**src/rtl/core/sgs_divider.sv**
```systemverilog
// sgs_divider: serial restoring divider for round(acc / tot), one quotient bit
// per cycle, with rounding away from zero and saturation. Depends on no other file.

module sgs_divider #(
   parameter int SAMPLE_BITS = 16,
   parameter int ACC_W       = 37,
   parameter int TOT_W       = 21
) (
   input  logic                        clock,
   input  logic                        reset,
   input  logic                        start,
   input  logic signed [ACC_W-1:0]     acc,
   input  logic [TOT_W-1:0]            tot,
   output logic                        done,
   output logic [SAMPLE_BITS-1:0]      result
);

   localparam int NUM_W = ACC_W + 1;
   localparam int REM_W = NUM_W - SAMPLE_BITS;
   localparam int CNT_W = $clog2(SAMPLE_BITS + 1);
   localparam logic [SAMPLE_BITS-1:0] POS_MAX = {1'b0, {(SAMPLE_BITS-1){1'b1}}};

   logic [REM_W-1:0]       rem_ff, rem_in;
   logic [SAMPLE_BITS-1:0] low_ff, low_in;
   logic [SAMPLE_BITS-1:0] quo_ff, quo_in;
   logic [REM_W-1:0]       den_ff, den_in;
   logic                   neg_ff, neg_in;
   logic [CNT_W-1:0]       cnt_ff, cnt_in;
   logic                   busy_ff, busy_in;

   logic [ACC_W-1:0] mag;
   logic [NUM_W-1:0] num;
   logic [REM_W:0]   trial;
   logic             fits;

   always_comb begin
      mag   = acc[ACC_W-1] ? ACC_W'(-acc) : ACC_W'(acc);
      num   = {mag, 1'b0} + NUM_W'(tot);
      trial = {rem_ff, low_ff[SAMPLE_BITS-1]};
      fits  = trial >= {1'b0, den_ff};

      rem_in  = rem_ff;
      low_in  = low_ff;
      quo_in  = quo_ff;
      den_in  = den_ff;
      neg_in  = neg_ff;
      cnt_in  = cnt_ff;
      busy_in = busy_ff;

      if (start) begin
         rem_in  = num[NUM_W-1:SAMPLE_BITS];
         low_in  = num[SAMPLE_BITS-1:0];
         quo_in  = '0;
         den_in  = REM_W'({tot, 1'b0});
         neg_in  = acc[ACC_W-1];
         cnt_in  = CNT_W'(SAMPLE_BITS);
         busy_in = 1'b1;
      end else if (busy_ff) begin
         if (cnt_ff != '0) begin
            rem_in = fits ? REM_W'(trial - {1'b0, den_ff}) : trial[REM_W-1:0];
            low_in = {low_ff[SAMPLE_BITS-2:0], 1'b0};
            quo_in = {quo_ff[SAMPLE_BITS-2:0], fits};
            cnt_in = cnt_ff - 1'b1;
         end else begin
            busy_in = 1'b0;
         end
      end
   end

   always_ff @(posedge clock) begin
      if (reset) begin
         busy_ff <= 1'b0;
         cnt_ff  <= '0;
      end else begin
         busy_ff <= busy_in;
         cnt_ff  <= cnt_in;
      end
      rem_ff <= rem_in;
      low_ff <= low_in;
      quo_ff <= quo_in;
      den_ff <= den_in;
      neg_ff <= neg_in;
   end

   // quotient never exceeds 2^(SAMPLE_BITS-1); only the positive side saturates
   always_comb begin
      if (neg_ff) begin
         result = ~quo_ff + 1'b1;
      end else if (quo_ff > POS_MAX) begin
         result = POS_MAX;
      end else begin
         result = quo_ff;
      end
   end

   assign done = busy_ff && (cnt_ff == '0);

endmodule

```
**config.mk**
```make
export PLATFORM = sky130hd
export DESIGN_NAME = sgs_divider
export DESIGN_NICKNAME = d
export VERILOG_FILES = /design/src/rtl/core/sgs_divider.sv
export SDC_FILE = /design/constraint.sdc
export NUM_CORES = 1
export LEC_CHECK = 0
export ABC_CLOCK_PERIOD_IN_PS = 5900
export BUFFER_PORTS_ARGS = -buffer_cell sky130_fd_sc_hd__buf_2
export CAP_MARGIN = 20
export CORE_AREA = 8 8 107 207
export CTS_CLUSTER_DIAMETER = 40
export DETAILED_ROUTE_END_ITERATION = 12
export DIE_AREA = 0 0 115 215
export PLACE_DENSITY = 0.54
export SLEW_MARGIN = 25
export SYNTH_ARGS = -nofsm -noshare
export SYNTH_HDL_FRONTEND = slang
export SYNTH_SLANG_ARGS = --single-unit
export TNS_END_PERCENT = 20
```
**constraint.sdc**
```tcl
create_clock -name clock -period 5.9 [get_ports clock]
set_input_delay 0.295 -clock clock [delete_from_list [all_inputs] [get_ports clock]]
set_output_delay 0.295 -clock clock [all_outputs]
set_load 0.02 [all_outputs]
```
==> results of run 1 <==
## power by group
part	internal (W)	switching, W	total, W	leakage [nW]
Combinational	0.000452	0.000603	0.00105	2.20
Clock	0.000312	0.000233	0.000545	0.143
Sequential	0.000733	0.0000442	0.000777	0.768
## worst max-delay path: cells and delay by family
kind | cells | cell delay [ns]
and+or+nand+nor | 6 | 2.30
AOI/OAI and AO/OA | 5 | 1.38
adders and majority gates | 1 | 0.39
buffers and inverters | 1 | 0.12
xor gates and xnor gates | 1 | 0.11
## synth_stat cells (all sizes together), types with 3 or more instances
cell type  number
nor3           35
a211oi         13
o22a            3
o31ai          14
or4            10
inv            48
a21oi          66
dfxtp          22
nand2          68
nand2b         12
or3            14
ha             46
nand4           9
nor4           14
o21bai          5
xnor2          64
a21boi          6
or2            12
and2            9
nor2           52
edfxtp         60
mux2i          23
o311a           4
a31oi           9
o211ai         10
o21a            6
mux2           15
nor4b           4
nor2b           6
and3            7
o22ai           3
a221oi          4
buf            10
o41ai          12
o21ai          34
clkbuf         20
nand3          11
xor2           15
a21o           10
## state kept, by name, summed over array words and instances (netlist names)
register and flops:
low_ff 16, den_ff 21, rem_ff 22, neg_ff 1
quo_ff 16, cnt_ff 5, busy_ff 1
## cell type report
| cell class | count | area (um2) |
|---|---|---|
| inverter | 49 | 184 |
| timing repair buffer | 81 | 415 |
| multi-input combinational | 648 | 4510 |
| clock inverter | 5 | 35.0 |
| sequential | 82 | 2240 |
| clock buffer | 11 | 254 |
| tap | 262 | 328 |
| fill | 2055 | 11600 |
## final timing paths
kind,depth (start not counted),endpoint,start
worst min register to register,2,quo_ff[15]$_SDFFE_PP0P_,quo_ff[14]$_SDFFE_PP0P_
worst min-delay path,1,den_ff[1]$_DFFE_PP_,tot[0]
worst max register to register,12,rem_ff[15]$_DFFE_PP_,rem_ff[0]$_DFFE_PP_
worst max-delay path,14,rem_ff[18]$_DFFE_PP_,acc[5]
## cell families (layout without fill, tap and decap cells)
family          after synthesis  in the layout  share of synthesized area
compound gates              217            217                      0.204
xor+xnor                     79             79                     0.0979
fa+ha+maj                    48             48                     0.0871
buf+inv                      79            146                     0.0446
flops                        82             82                      0.317
mux                          38             38                     0.0565
simple gates                266            266                      0.192
## stage by stage
stage,instances,hold slack (ns)
after floorplan,809,0.364
after global placement,1122,0.496
after detailed placement,1122,0.493
after CTS,1138,0.133
after global routing,1138,0.139
final,1138,0.152
## per-layer routing
metal / routed length (um) / share of wire / vias up
li1: - / - / 3135
met1: 9370 / 0.48 / 2895
met2: 9020 / 0.46 / 150
met3: 844 / 0.043 / 12
met4: 206 / 0.011 / 0
met5: 0 / 0 / -
==> metrics.txt, run 1 <==
EDFF count, synth=60; CP Data Arrival Time=4.61 ns; most common cell after layout, fill and taps aside=buf_2; setup slack at placement=approximately 1.1 ns; Critical Path Source Type=input port; most used routing layer=met2; Total Routing Usage GR=0.158; detailed-route DRC error count=0; CTS Sinks=82; WL per Instance=roughly 17 um; r2r setup slk=between 1.5 and 2 ns; worst slew pin tran=approximately 1 ns; final core utilization=0.408; crit path time final=between 4 and 5 ns; Setup Viol. Count Final=0; Yosys top cell area share=0.255; final wirelength=19.4 mm; DR iter-0 viols=roughly 500; Seq/Total Area, Yosys=0.317; total of max-cap violations=0; number of global-route vias before repair=6037; most frequent cells in the layout=buf_2, nand2_1, a21oi_1, xnor2_1, edfxtp_1; Peak VDD IR=roughly 0.12 mV; Max Freq=roughly 0.22 GHz; RSZ-0062 raised after global routing=false; largest cells by area after synthesis=edfxtp_1, ha_1, xnor2_1; Port-buffer cells=77; Final Wtd Congestion=just under 0.9; DR vias=between 6k and 7k; clk_skew=approximately 0.0084 ns; synthesized instance count=809; async set-reset flop share out of synthesis=0; Synth Warn #=0; Clock Path Buffers=2; distinct cell type count after synthesis=66; CTS Root Cell=clkbuf_16; Placement Rows=73; Critical Path End Type=register; largest net degree at the start of global routing=67; Synth Flop Type=edfxtp_1; HP Class=in2reg; met1 usage=0.215; Die Span X=115 um; Slew Limit Fails=0; Worst path max stage delay=0.61 ns; status=complete, no violations; Final nets=between 900 and 1k; drt first pass iters=5; share of cells above drive strength 1=0.148; Slowest cell on crit path=nor4_1; Starting Density=0.362; area grow syn2layout=12.7%; Core ar.=19500 um2; initial antenna violation count=0; detailed-route vias per instance=5.44; Max H-tree Level=3; Mapped Area=7070 um2; CP Max Fanout=7; Mean Syn Cell Area=8.74 um2; clk_lat worst skew=roughly 0.34 ns; Reg clk slew, reported paths=~0.070 ns; Post-CTS Hold Buffers=0; CTS Buf Count=9; Sum Neg Setup Slack=0 ns; met3 usage=0.0239; Lkg Pwr=around 3.1 nW; die area=between 20000 and 25000 um2; first-pass GRT wire length=~31 mm; Post-Syn Nets=around 920; #FFs+latches synth=82; Critical Path RT=6.05 ns; PD cells=298 nW/um2; Global Route met2 Usage=0.252; Final ANT Viol Nets=0; Setup Buffers After CTS=0; Die Ht=215 um; CTS tree=built; Finished Cell Area=7970 um2; relative slew slack=0.349; post-route setup slack=1.43 ns; total power=approximately 0.0024 W; PostCTS Resize Cnt=0; Synth area leader=edfxtp_1; fin crit share=0.757; Fin. Hold Viols=0; critical path class=in2reg; Post-DP Area=between 7000 and 8000 um2; DP HPWL=roughly 15 mm; io pins=78; CP cell instances=buf_2, nor4_1, nand2b_1, o41ai_1, xnor2_1, ha_1, nand4_1, a211oi_1, a211oi_1, nor4_1, nor3_1, or2_2, o311a_1, a221oi_1; Diodes inserted=0; grt total ovfl=0
Power figures use the tool's default switching activity.
==> run 2, diff against run 1 <==
--- a/config.mk
+++ b/config.mk
@@ -5,7 +5,7 @@
 export SDC_FILE = /design/constraint.sdc
 export NUM_CORES = 1
 export LEC_CHECK = 0
-export ABC_CLOCK_PERIOD_IN_PS = 5900
+export ABC_CLOCK_PERIOD_IN_PS = 4200
 export BUFFER_PORTS_ARGS = -buffer_cell sky130_fd_sc_hd__buf_2
 export CAP_MARGIN = 20
 export CORE_AREA = 8 8 107 207
==> constraint.sdc (replaced) <==
create_clock -name clock -period 4.2 [get_ports clock]
set_input_delay 0.21 -clock clock [delete_from_list [all_inputs] [get_ports clock]]
set_output_delay 0.21 -clock clock [all_outputs]
set_load 0.02 [all_outputs]
==> metrics.txt, run 2 (synthesis gave the netlist of run 1 again) <==
detailed-route DRC error count=0; Clock Path Buffers=2; final wirelength=18.9 mm; CTS Root Cell=clkbuf_16; Critical Path End Type=register; clk_skew=approximately 0.012 ns; hold endpoint=den_ff[1]$_DFFE_PP_; Slew Limit Fails=0; Fin. Hold Viols=0; CTS Sinks=82; Post-CTS Hold Buffers=0; fin crit share=0.868; Final nets=996; Setup Viol. Count Final=0; CP Data Arrival Time=approximately 3.8 ns; grt total ovfl=0; Die Span X=roughly 120 um; Diodes inserted=0; Sum Neg Setup Slack=0 ns; RSZ-0062 raised after global routing=false; worst slew pin tran=about 0.94 ns; die area=approximately 25000 um2; worst hold stages=1; Setup Buffers After CTS=0; Reg clk slew, reported paths=0.07 ns; io pins=a little under 80; detailed-route vias per instance=5.43; Port-buffer cells=between 70 and 80; first-pass GRT wire length=around 31 mm; Critical Path Source Type=input port; max reg flops=22; HP Class=in2reg; total of max-cap violations=0; reg2reg start=rem_ff[7]$_DFFE_PP_; crit path time final=between 3 and 4 ns; CTS tree=built; Regs by FF count=rem_ff: 22 flops, den_ff: 21 flops; Lkg Pwr=~3.2 nW; DR iter-0 viols=about 370; Final ANT Viol Nets=0; largest net degree at the start of global routing=between 70 and 80; relative slew slack=0.370; hold_ws=roughly 0.08 ns; share of cells above drive strength 1=0.166; Die Ht=roughly 220 um; initial antenna violation count=0; status=complete, no violations; CTS Buf Count=9; DR vias=between 6k and 7k; DP HPWL=approximately 15 mm; Max Freq=about 0.27 GHz; PostCTS Resize Cnt=0; area grow syn2layout=14.5%; Most flops, register=rem_ff; PD cells=416 nW/um2; WL per Instance=16.4 um; drt first pass iters=5; min-delay src=tot[0]; Final Wtd Congestion=roughly 0.90; Starting Density=0.362; Core ar.=roughly 20000 um2; R2R depth=11; Placement Rows=between 70 and 80; r2r setup slk=around 0.72 ns; clk_lat worst skew=roughly 0.34 ns; Max H-tree Level=3; Total Routing Usage GR=0.154; critical path class=in2reg; Peak VDD IR=0.257 mV; Critical Path RT=4.35 ns; most common cell after layout, fill and taps aside=buf_2; RR Endpoint=rem_ff[13]$_DFFE_PP_; most frequent cells in the layout=buf_2, nand2_1, a21oi_1, xnor2_1, edfxtp_1; number of global-route vias before repair=slightly above 6k; CP Max Fanout=6
-- run 2: cell types whose count changed in the layout (fill, tap and decap cells not counted), sizes merged --
| cell | before | now |
|---|---|---|
| buf | 81 | 97 |
| clkinv | 5 | 2 |
| clkbuf | 11 | 9 |
| inv | 49 | 54 |
-- run 2: routing by layer --
metal | global-route usage | part of all wire | vias to the layer above
met5 | 0 | 0 | -
li1 | - | - | 3171
met2 | 0.244 | 0.46 | 150
met1 | 0.210 | 0.48 | 2929
met4 | 0.0428 | 0.016 | 0
met3 | 0.0242 | 0.040 | 19
-- run 2: area by class of cell --
class                           instances  area [um2]
Clock buffer                            9         225
Sequential cell                        82        2240
Tap cell                              262         328
Clock inverter                          7        68.8
Inverter                               49         184
Multi-Input combinational cell        648        4510
Fill cell                            2057       11500
Timing Repair Buffer                   97         536
-- run 2: critical path, cell delays in order --
cell and delay, ns:
buf_2 0.12, nor4_1 0.29, buf_4 0.18, nand2b_1 0.07, o41ai_1 0.31, xnor2_1 0.13
ha_1 0.41, nand4_1 0.13, a211oi_1 0.24, a211oi_1 0.17, nor4_1 0.43, nor3_1 0.16
or2_2 0.37, o311a_1 0.35, a221oi_1 0.23
-- run 2: worst max path at each step --
stage | to | depth (start not counted) | from | slack [ns]
floorplan | rem_ff[15]$_DFFE_PP_ | 14 | acc[36] | 0.07
global placement | rem_ff[20]$_DFFE_PP_ | 15 | acc[5] | 0.34
detailed placement | rem_ff[18]$_DFFE_PP_ | 15 | acc[5] | 0.28
CTS | rem_ff[18]$_DFFE_PP_ | 15 | acc[5] | 0.62
global route | rem_ff[17]$_DFFE_PP_ | 16 | acc[5] | 0.29
finish | rem_ff[18]$_DFFE_PP_ | 15 | acc[5] | 0.55
-- run 2: power by group --
part           switching (W)  internal [W]
logic               0.000847      0.000658
clock network       0.000353      0.000419
registers          0.0000609       0.00103
-- run 2: through the flow --
stage	util	instances	setup WS [ns]	total power [W]	area (um2)
after detailed placement	0.399	1138	0.281	0.00260	7800
final	0.414	1154	0.555	0.00337	8090
after floorplan	-	809	0.0743	0.00220	7070
after global routing	0.414	1154	0.289	0.00360	8090
after global placement	0.399	1138	0.336	0.00259	7800
after CTS	0.414	1154	0.620	0.00339	8090
