`src/rtl/core/sgs_pkg.sv`:
```
// sgs_pkg: shared types and constants of the segmented Gaussian smoother.
// No dependencies; used by sgs_cell, the top level and the testbench.

package sgs_pkg;

   localparam int WIN_W       = 5;   // counts and window limits, enough for a radius of 16
   localparam int DIST_W      = WIN_W + 1;
   localparam int RADIUS_W    = 3;
   localparam int WEIGHT_W    = 16;
   localparam int NUM_WEIGHTS = 6;
   localparam int WIDX_W      = 3;
   localparam int TAP_W       = WEIGHT_W + 1;
   localparam int CSR_INDEX_W = 3;
   localparam int CSR_DATA_W  = 16;

   localparam logic [TAP_W-1:0] UNITY_WEIGHT = 17'h10000;

   localparam logic [RADIUS_W-1:0] RADIUS_RESET = 3'd3;

   typedef enum logic [CSR_INDEX_W-1:0] {
      CSR_RADIUS   = 3'd0,
      CSR_WEIGHT_1 = 3'd1,
      CSR_WEIGHT_2 = 3'd2,
      CSR_WEIGHT_3 = 3'd3,
      CSR_WEIGHT_4 = 3'd4,
      CSR_WEIGHT_5 = 3'd5,
      CSR_WEIGHT_6 = 3'd6,
      CSR_UNUSED   = 3'd7
   } csr_index_type;

   typedef logic [NUM_WEIGHTS:1][WEIGHT_W-1:0] weight_array_type;

   typedef struct packed {
      logic [WIN_W-1:0] centre;
      logic [WIN_W-1:0] ahead_lim;
      logic [WIN_W-1:0] behind_lim;
   } window_type;

endpackage

```
`src/rtl/core/sgs_cell.sv`:
```
// sgs_cell: one history slot of the smoother; holds a frame, weights it for
// the current window and adds it into the partial sums passed down the row.
// Depends on sgs_pkg.

module sgs_cell #(
   parameter int SAMPLE_BITS = 16,
   parameter int ACC_W       = 37,
   parameter int TOT_W       = 21,
   parameter int IDX         = 0
) (
   input  logic                                clock,
   input  logic                                reset,
   input  logic                                shift_en,
   input  logic [SAMPLE_BITS-1:0]              sample_in,
   output logic [SAMPLE_BITS-1:0]              sample_out,
   input  sgs_pkg::window_type                 window,
   input  sgs_pkg::weight_array_type           weights,
   input  logic signed [ACC_W-1:0]             acc_in,
   input  logic [TOT_W-1:0]                    tot_in,
   output logic signed [ACC_W-1:0]             acc_out,
   output logic [TOT_W-1:0]                    tot_out
);

   localparam logic [sgs_pkg::DIST_W-1:0] POS = sgs_pkg::DIST_W'(IDX);

   logic [SAMPLE_BITS-1:0]              sample_ff, sample_in_w;
   logic signed [SAMPLE_BITS+17:0]      product_ff, product_in;
   logic [sgs_pkg::TAP_W-1:0]           tap_ff, tap_in;
   logic signed [ACC_W-1:0]             acc_ff, acc_in_w;
   logic [TOT_W-1:0]                    tot_ff, tot_in_w;

   logic [sgs_pkg::DIST_W-1:0] centre;
   logic [sgs_pkg::DIST_W-1:0] offset;
   logic                       ahead_hit;
   logic                       behind_hit;

   always_comb begin
      centre     = {1'b0, window.centre};
      ahead_hit  = (POS <= centre) && ((centre - POS) <= {1'b0, window.ahead_lim});
      behind_hit = (POS > centre) && ((POS - centre) <= {1'b0, window.behind_lim});
      offset     = (POS <= centre) ? (centre - POS) : (POS - centre);

      tap_in = '0;
      if (ahead_hit || behind_hit) begin
         if (offset == '0) begin
            tap_in = sgs_pkg::UNITY_WEIGHT;
         end else if (offset <= sgs_pkg::DIST_W'(sgs_pkg::NUM_WEIGHTS)) begin
            tap_in = {1'b0, weights[offset[sgs_pkg::WIDX_W-1:0]]};
         end
      end

      sample_in_w = shift_en ? sample_in : sample_ff;
      product_in  = $signed(sample_ff) * $signed({1'b0, tap_ff});
      acc_in_w    = acc_in + ACC_W'(product_ff);
      tot_in_w    = tot_in + TOT_W'(tap_ff);
   end

   always_ff @(posedge clock) begin
      if (reset) begin
         sample_ff <= '0;
      end else begin
         sample_ff <= sample_in_w;
      end
      tap_ff     <= tap_in;
      product_ff <= product_in;
      acc_ff     <= acc_in_w;
      tot_ff     <= tot_in_w;
   end

   assign sample_out = sample_ff;
   assign acc_out    = acc_ff;
   assign tot_out    = tot_ff;

endmodule

```
`config.mk`:
```
export PLATFORM = sky130hd
export DESIGN_NAME = sgs_cell
export DESIGN_NICKNAME = d
export VERILOG_FILES = /design/src/rtl/core/sgs_pkg.sv /design/src/rtl/core/sgs_cell.sv
export SDC_FILE = /design/constraint.sdc
export NUM_CORES = 1
export LEC_CHECK = 0
export BUFFER_PORTS_ARGS = -buffer_cell sky130_fd_sc_hd__buf_2
export CAP_MARGIN = 15
export CORE_MARGIN = 1
export CORE_UTILIZATION = 64
export DETAILED_ROUTE_END_ITERATION = 12
export HOLD_SLACK_MARGIN = 0.06
export PLACE_DENSITY_LB_ADDON = 0.08
export RECOVER_POWER = 100
export SYNTH_ARGS = -nofsm -noshare
export SYNTH_HDL_FRONTEND = slang
export SYNTH_SLANG_ARGS = --single-unit
export TNS_END_PERCENT = 100
```
`constraint.sdc`:
```
create_clock -name clock -period 10.8 [get_ports clock]
set_input_delay 2.16 -clock clock [delete_from_list [all_inputs] [get_ports clock]]
set_output_delay 2.16 -clock clock [all_outputs]
set_load 0.01 [all_outputs]
```
==> results of run 1 <==
## worst max-delay path, cell delays in order, from the launching register on
cell	delay (ps)
dfxtp_1	970
nand2_1	190
fa_1	580
inv_1	50
fa_1	480
fa_1	590
fa_1	470
fa_1	510
inv_1	50
fa_1	470
inv_1	40
ha_1	390
nand4_1	180
nor3_1	260
o2111a_1	330
o2111ai_1	150
and2_0	240
o31ai_1	530
and4_1	270
nor3_1	50
## path summary, 6_finish.rpt
check	to	slack, ps	depth (start not counted)
hold / removal	acc_out[0]$_DFF_P_	470	1
hold reg to reg	acc_out[0]$_DFF_P_	470	1
setup reg to reg	product_ff[33]$_DFF_P_	3860	19
setup / recovery	product_ff[33]$_DFF_P_	3860	19
## area by class of cell
type / instances / area (sq um) / area share (%)
inverter: 298 / 1119 / 6.246
multi-input combinational: 1310 / 12070 / 67.38
sequential: 125 / 2502 / 13.97
antenna: 4 / 10.01 / 0.05589
clock buffer: 17 / 425.4 / 2.375
clock inverter: 15 / 178.9 / 0.9990
timing repair buffer: 259 / 1201 / 6.707
tap: 324 / 405.4 / 2.264
## cell usage in the layout, fill, tap and decap left out, types with 7 or more instances in the layout
cell,n
ha_1,182
fa_1,210
a31oi_1,7
and4_1,8
nor2_1,92
and2_1,136
inv_1,298
nand4_1,8
mux2_2,15
and3_1,9
nand3_1,18
xor2_1,26
buf_2,180
o21ai_0,41
mux2i_1,33
a221oi_1,17
clkbuf_16,17
nand2b_1,11
clkbuf_1,78
dfxtp_1,125
nand2_1,163
nor3_1,15
a21o_1,43
nor2b_1,9
o21bai_1,10
o21a_1,12
a21oi_1,93
xnor2_1,51
a211oi_1,28
## registers in the layout, indices dropped and copies added, names as in the netlist
name,flops
tap_ff,17
acc_out,37
tot_out,21
product_ff,34
sample_out,16
## per-layer routing
metal  up-vias  wire length (um)
li1       6285                 -
met1      6334             16150
met2       553             19650
met3        84              2941
met4         0              1133
met5         -                 0
## cells by family after synthesis
group,share of synthesized area (%)
xor+xnor,4.214
fa+ha+maj,40.50
buf+inv,8.733
flops,15.64
mux,3.120
compound gates,12.53
simple gates,15.26
## through the flow
stage          instances  worst slack [ps]
4_1_cts             2348              4081
5_1_grt             2352              3583
3_3_place_gp        2316              4207
2_1_floorplan       1807              4605
6_report            2352              3858
3_5_place_dp        2316              4140
## cell usage after synthesis (all sizes together), types with 6 or more instances
library cell | instances | area share [%]
nand4 | 8 | 0.31
ha | 182 | 14
nor2 | 92 | 2.2
mux2 | 15 | 1.1
a31oi | 7 | 0.27
dfxtp | 125 | 16
nand2 | 163 | 3.8
fa | 210 | 26
and3 | 9 | 0.35
o21ai | 42 | 1.3
mux2i | 33 | 2.1
a21o | 43 | 2.0
and2 | 142 | 5.6
nand3 | 18 | 0.56
nor2b | 9 | 0.35
xor2 | 26 | 1.4
a221oi | 17 | 0.93
o31ai | 6 | 0.31
o21bai | 10 | 0.47
inv | 298 | 7.0
nor3 | 15 | 0.47
xnor2 | 51 | 2.8
a21oi | 94 | 3.1
nand2b | 11 | 0.43
a211oi | 28 | 1.3
clkbuf | 70 | 1.6
o211ai | 6 | 0.28
and4 | 8 | 0.44
o21a | 12 | 0.56
## power by group
| part | total, mW | internal [mW] | switching, mW | leakage (nW) |
|---|---|---|---|---|
| logic | 0.512 | 0.219 | 0.293 | 7.92 |
| registers | 0.586 | 0.533 | 0.0533 | 1.04 |
| clock network | 0.605 | 0.349 | 0.256 | 0.296 |
==> flow_metrics.py, run 1 <==
metrics = {
    "global_routing": {
        "overflow": 0,
        "grt-busiest-layer": "met2",
        "gr-usage-met2_pct": 57.59,
        "grtUsageMet1_pct": 39.19,
        "antenna_found_initial": 4,
        "grt_pass1_wl_um": 66010,
        "track_usage_pct": 32.38,
        "grt_pass1_vias": 13690,
        "grt_max_degree": 39,
        "groute.layer.met3.usage_pct": 6.026,
    },
    "yosys": {
        "ys_dominant_reg_cell": "dfxtp_1",
        "synth.avg_cell_area_sq_um": 8.856,
        "synth_cell_types": 62,
        "synth_edf_count": 0,
        "synth_fp_nets": 2387,
        "async_flop_share_pct": 0,
        "synth_seq_cells": 125,
        "syn_area_sq_um": 16000,
        "synth.yosys.seq_area_share_pct": 15.64,
        "yosys_warnings": 0,
        "syn_inst": 1807,
    },
    "min_path": {
        "hp-start": "product_ff[0]$_DFF_P_",
        "hold_path.class": "flop to flop",
    },
    "status": {
        "violations": "max-capacitance violations, max-slew violations",
        "status": "finished with violations",
    },
    "clocking": {
        "cts.sinks": 125,
        "cts_setup_buffers": 0,
        "cts_hold_buf": 0,
        "htree_levels": 4,
        "cts_made_buffers": 17,
        "cts_tree": "yes",
        "clk_latency_ps": 430,
        "cts_resized": 0,
        "cts-root-buf": "clkbuf_16",
        "path_clk_slew_ps": 70,
        "clock_path_buffers": 2,
    },
    "drt": {
        "drtAntennaViolNets": 0,
        "wire_per_inst_um": 16.95,
        "wl_um": 39880,
        "vias": 13260,
        "first_iter_violations": 900,
        "drc_errors": 0,
        "viasPerCell": 5.636,
        "drt_first_pass_iters": 8,
    },
    "timing": {
        "max-slew-margin-rel_pct": -46.09,
        "finalSetupTns_ps": 0,
        "finalHoldViolations": 0,
        "finalCriticalPeriod_ps": 6942,
        "min_period_over_period_pct": 64.28,
        "rsz0062_at_grt": "false",
        "clock_skew_ps": 16.42,
        "tightest_slew_ps": 2191,
        "setup_viol": 0,
        "drv_slew": 39,
        "whs_ps": 474.3,
        "fmax_mhz": 144.0,
    },
    "floorplanning": {
        "num_rows": 57,
        "ios": 262,
        "die_w_um": 160.1,
        "dieArea_sq_um": 25640,
        "start_util_pct": 65.61,
        "die_y_um": 160.1,
        "coreArea_sq_um": 24390,
    },
    "power": {
        "p_per_area_nw_per_um2": 95.14,
        "total_power_mw": 1.704,
        "p_leak_nw": 9.257,
        "ir_drop_mv": 0.1063,
    },
    "layout": {
        "nFillCells": 1931,
        "fin_nets": 2591,
        "final_util_pct": 73.43,
        "syn_to_final_growth_pct": 11.92,
        "design_area_sq_um": 17910,
        "drive_above_1_share_pct": 11.66,
    },
    "worst_setup_path": {
        "startpoint": "sample_out[7]$_SDFFE_PP0P_",
        "required_ps": 11100,
        "start_kind": "flop",
        "path_max_fanout": 19,
        "arrival_ps": 7250,
        "reg2reg_from": "sample_out[7]$_SDFFE_PP0P_",
        "endpoint_kind": "flop",
        "crit_type": "flop to flop",
    },
    "flow_run": {
        "maxCapViolations": 1,
    },
    "placement": {
        "place.port_buffers": 256,
        "gp_congestion": 0.9050,
        "dp_hpwl_um": 30790,
        "dpl_cell_area_sq_um": 17430,
    },
}
Power figures use the tool's default switching activity.
==> inputs of run 2 (changes only) <==
CORE_UTILIZATION = 59   (was 64)
clock period = 6.4 ns   (was 10.8 ns; I/O delays follow)
==> flow_metrics.py, run 2 (synthesis gave the netlist of run 1 again) <==
metrics = {
    "status": {
        "status": "finished with violations",
        "violations": "max-capacitance violations",
    },
    "timing": {
        "finalCriticalPeriod_ps": 6169,
        "finalSetupTns_ps": 0,
        "finalHoldViolations": 0,
        "tightest_slew_ps": 1487,
        "rsz0062_at_grt": "false",
        "max-slew-margin-rel_pct": 0.8455,
        "fmax_mhz": 162.1,
        "drv_slew": 0,
        "clock_skew_ps": 15.25,
        "setup_viol": 0,
        "min_period_over_period_pct": 96.39,
    },
    "drt": {
        "wl_um": 40800,
        "first_iter_violations": 980,
        "drc_errors": 0,
        "drt_first_pass_iters": 5,
        "vias": 13360,
        "drtAntennaViolNets": 0,
        "wire_per_inst_um": 16.84,
        "viasPerCell": 5.515,
    },
    "clocking": {
        "cts_hold_buf": 0,
        "cts.sinks": 125,
        "htree_levels": 4,
        "cts_setup_buffers": 0,
        "cts-root-buf": "clkbuf_16",
        "path_clk_slew_ps": 70,
        "clock_path_buffers": 2,
        "clk_latency_ps": 440,
        "cts_tree": "yes",
        "cts_made_buffers": 17,
    },
    "power": {
        "p_leak_nw": 9.587,
        "p_per_area_nw_per_um2": 154.9,
        "ir_drop_mv": 0.1545,
    },
    "global_routing": {
        "overflow": 0,
        "grt_pass1_wl_um": 67010,
        "track_usage_pct": 30.32,
        "grt_pass1_vias": 13930,
        "grt_max_degree": 38,
        "antenna_found_initial": 2,
    },
    "floorplanning": {
        "ios": 262,
        "num_rows": 59,
        "die_w_um": 166.7,
        "dieArea_sq_um": 27790,
        "start_util_pct": 60.72,
        "die_y_um": 166.7,
        "coreArea_sq_um": 26350,
    },
    "worst_setup_path": {
        "endpoint_kind": "flop",
        "required_ps": 6720,
        "arrival_ps": 6490,
        "path_max_fanout": 10,
        "crit_type": "flop to flop",
        "start_kind": "flop",
    },
    "layout": {
        "final_common_cell": "inv_1",
        "final_cell_mix": "298 x inv_1, 210 x fa_1, 191 x buf_2",
        "syn_to_final_growth_pct": 15.11,
        "drive_above_1_share_pct": 15.63,
        "instances_no_fill": 2423,
        "largest_reg_flops": 37,
        "fin_nets": 2653,
    },
    "placement": {
        "dp.cells": 2389,
        "dp_hpwl_um": 33300,
        "place.port_buffers": 256,
        "gp_congestion": 0.9581,
    },
    "min_path": {
        "hold_path.class": "flop to flop",
    },
    "flow_run": {
        "maxCapViolations": 1,
    },
}
-- run 2: cell types whose count changed in the layout (fill, tap and decap cells not counted), moves of 2 or more --
cell	delta
a21oi_1	-2
clkinvlp_4	+4
inv_8	-4
buf_4	+54
buf_12	+2
inv_6	+2
diode_2	-2
dfxtp_1	-15
clkbuf_1	-7
clkbuf_4	+3
buf_2	+11
clkinv_4	-2
dfxtp_2	+14
-- run 2: worst paths after layout --
path / from / to / slack, ps / cells past startpoint
setup / recovery: tap_ff[4]$_SDFF_PP0_ / product_ff[29]$_DFF_P_ / 230 / 21
hold / removal: product_ff[0]$_DFF_P_ / acc_out[0]$_DFF_P_ / 450 / 1
setup reg to reg: tap_ff[4]$_SDFF_PP0_ / product_ff[29]$_DFF_P_ / 230 / 21
hold reg to reg: product_ff[0]$_DFF_P_ / acc_out[0]$_DFF_P_ / 450 / 1
-- run 2: worst max-delay path, cell delays in order, from the launching register on --
cell and delay, ps:
dfxtp_1 480, buf_4 270, and2_1 170, fa_1 480, inv_1 50, fa_1 410
fa_1 450, fa_1 500, inv_1 60, fa_1 520, inv_1 50, fa_1 470
inv_1 40, ha_1 340, a21oi_2 170, o211ai_1 110, a221o_1 370, o2111ai_2 220
nand2_1 70, a21o_1 210, or4_1 460, and4_1 150
-- run 2: final cells by class --
cell class	instances	area, sq um
Clock buffer	18	429.2
Inverter	298	1119
Timing Repair Buffer	321	1694
Multi-Input combinational cell	1310	12100
Tap cell	335	419.2
Fill cell	2142	7933
Sequential cell	125	2524
Clock inverter	14	133.9
Antenna cell	2	5.005
-- run 2: what timing repair did --
item / CTS / global route
gates resized for setup: 0 / 17
endpoints found under the hold margin: 0 / 0
setup endpoints to repair: 0 / 6
-- run 2: routing by layer --
layer / global-route usage (%) / part of all wire, %
met1: 35.95 / 41
met2: 53.45 / 49
met3: 4.872 / 5.7
met4: 14.77 / 4.5
met5: 0 / 0
-- run 2: where the power goes --
group / leakage [nW] / switching [mW] / internal, mW
Sequential: 1.05 / 0.0556 / 0.900
Combinational: 8.28 / 0.544 / 0.401
Clock: 0.260 / 0.413 / 0.540
-- run 2: metrics by stage --
stage / hold slack (ps) / cell area, sq um / setup slack, ps / utilization [%] / power, mW
2_1_floorplan: 420.0 / 16000 / 205.4 / - / 1.579
3_3_place_gp: 425.5 / 17940 / 224.0 / 68.06 / 1.899
3_5_place_dp: 435.3 / 17940 / 117.4 / 68.06 / 1.923
4_1_cts: 453.3 / 18500 / 100.8 / 70.20 / 2.886
5_1_grt: 466.2 / 18420 / 8.103 / 69.90 / 3.011
6_report: 446.1 / 18420 / 231.4 / 69.90 / 2.853
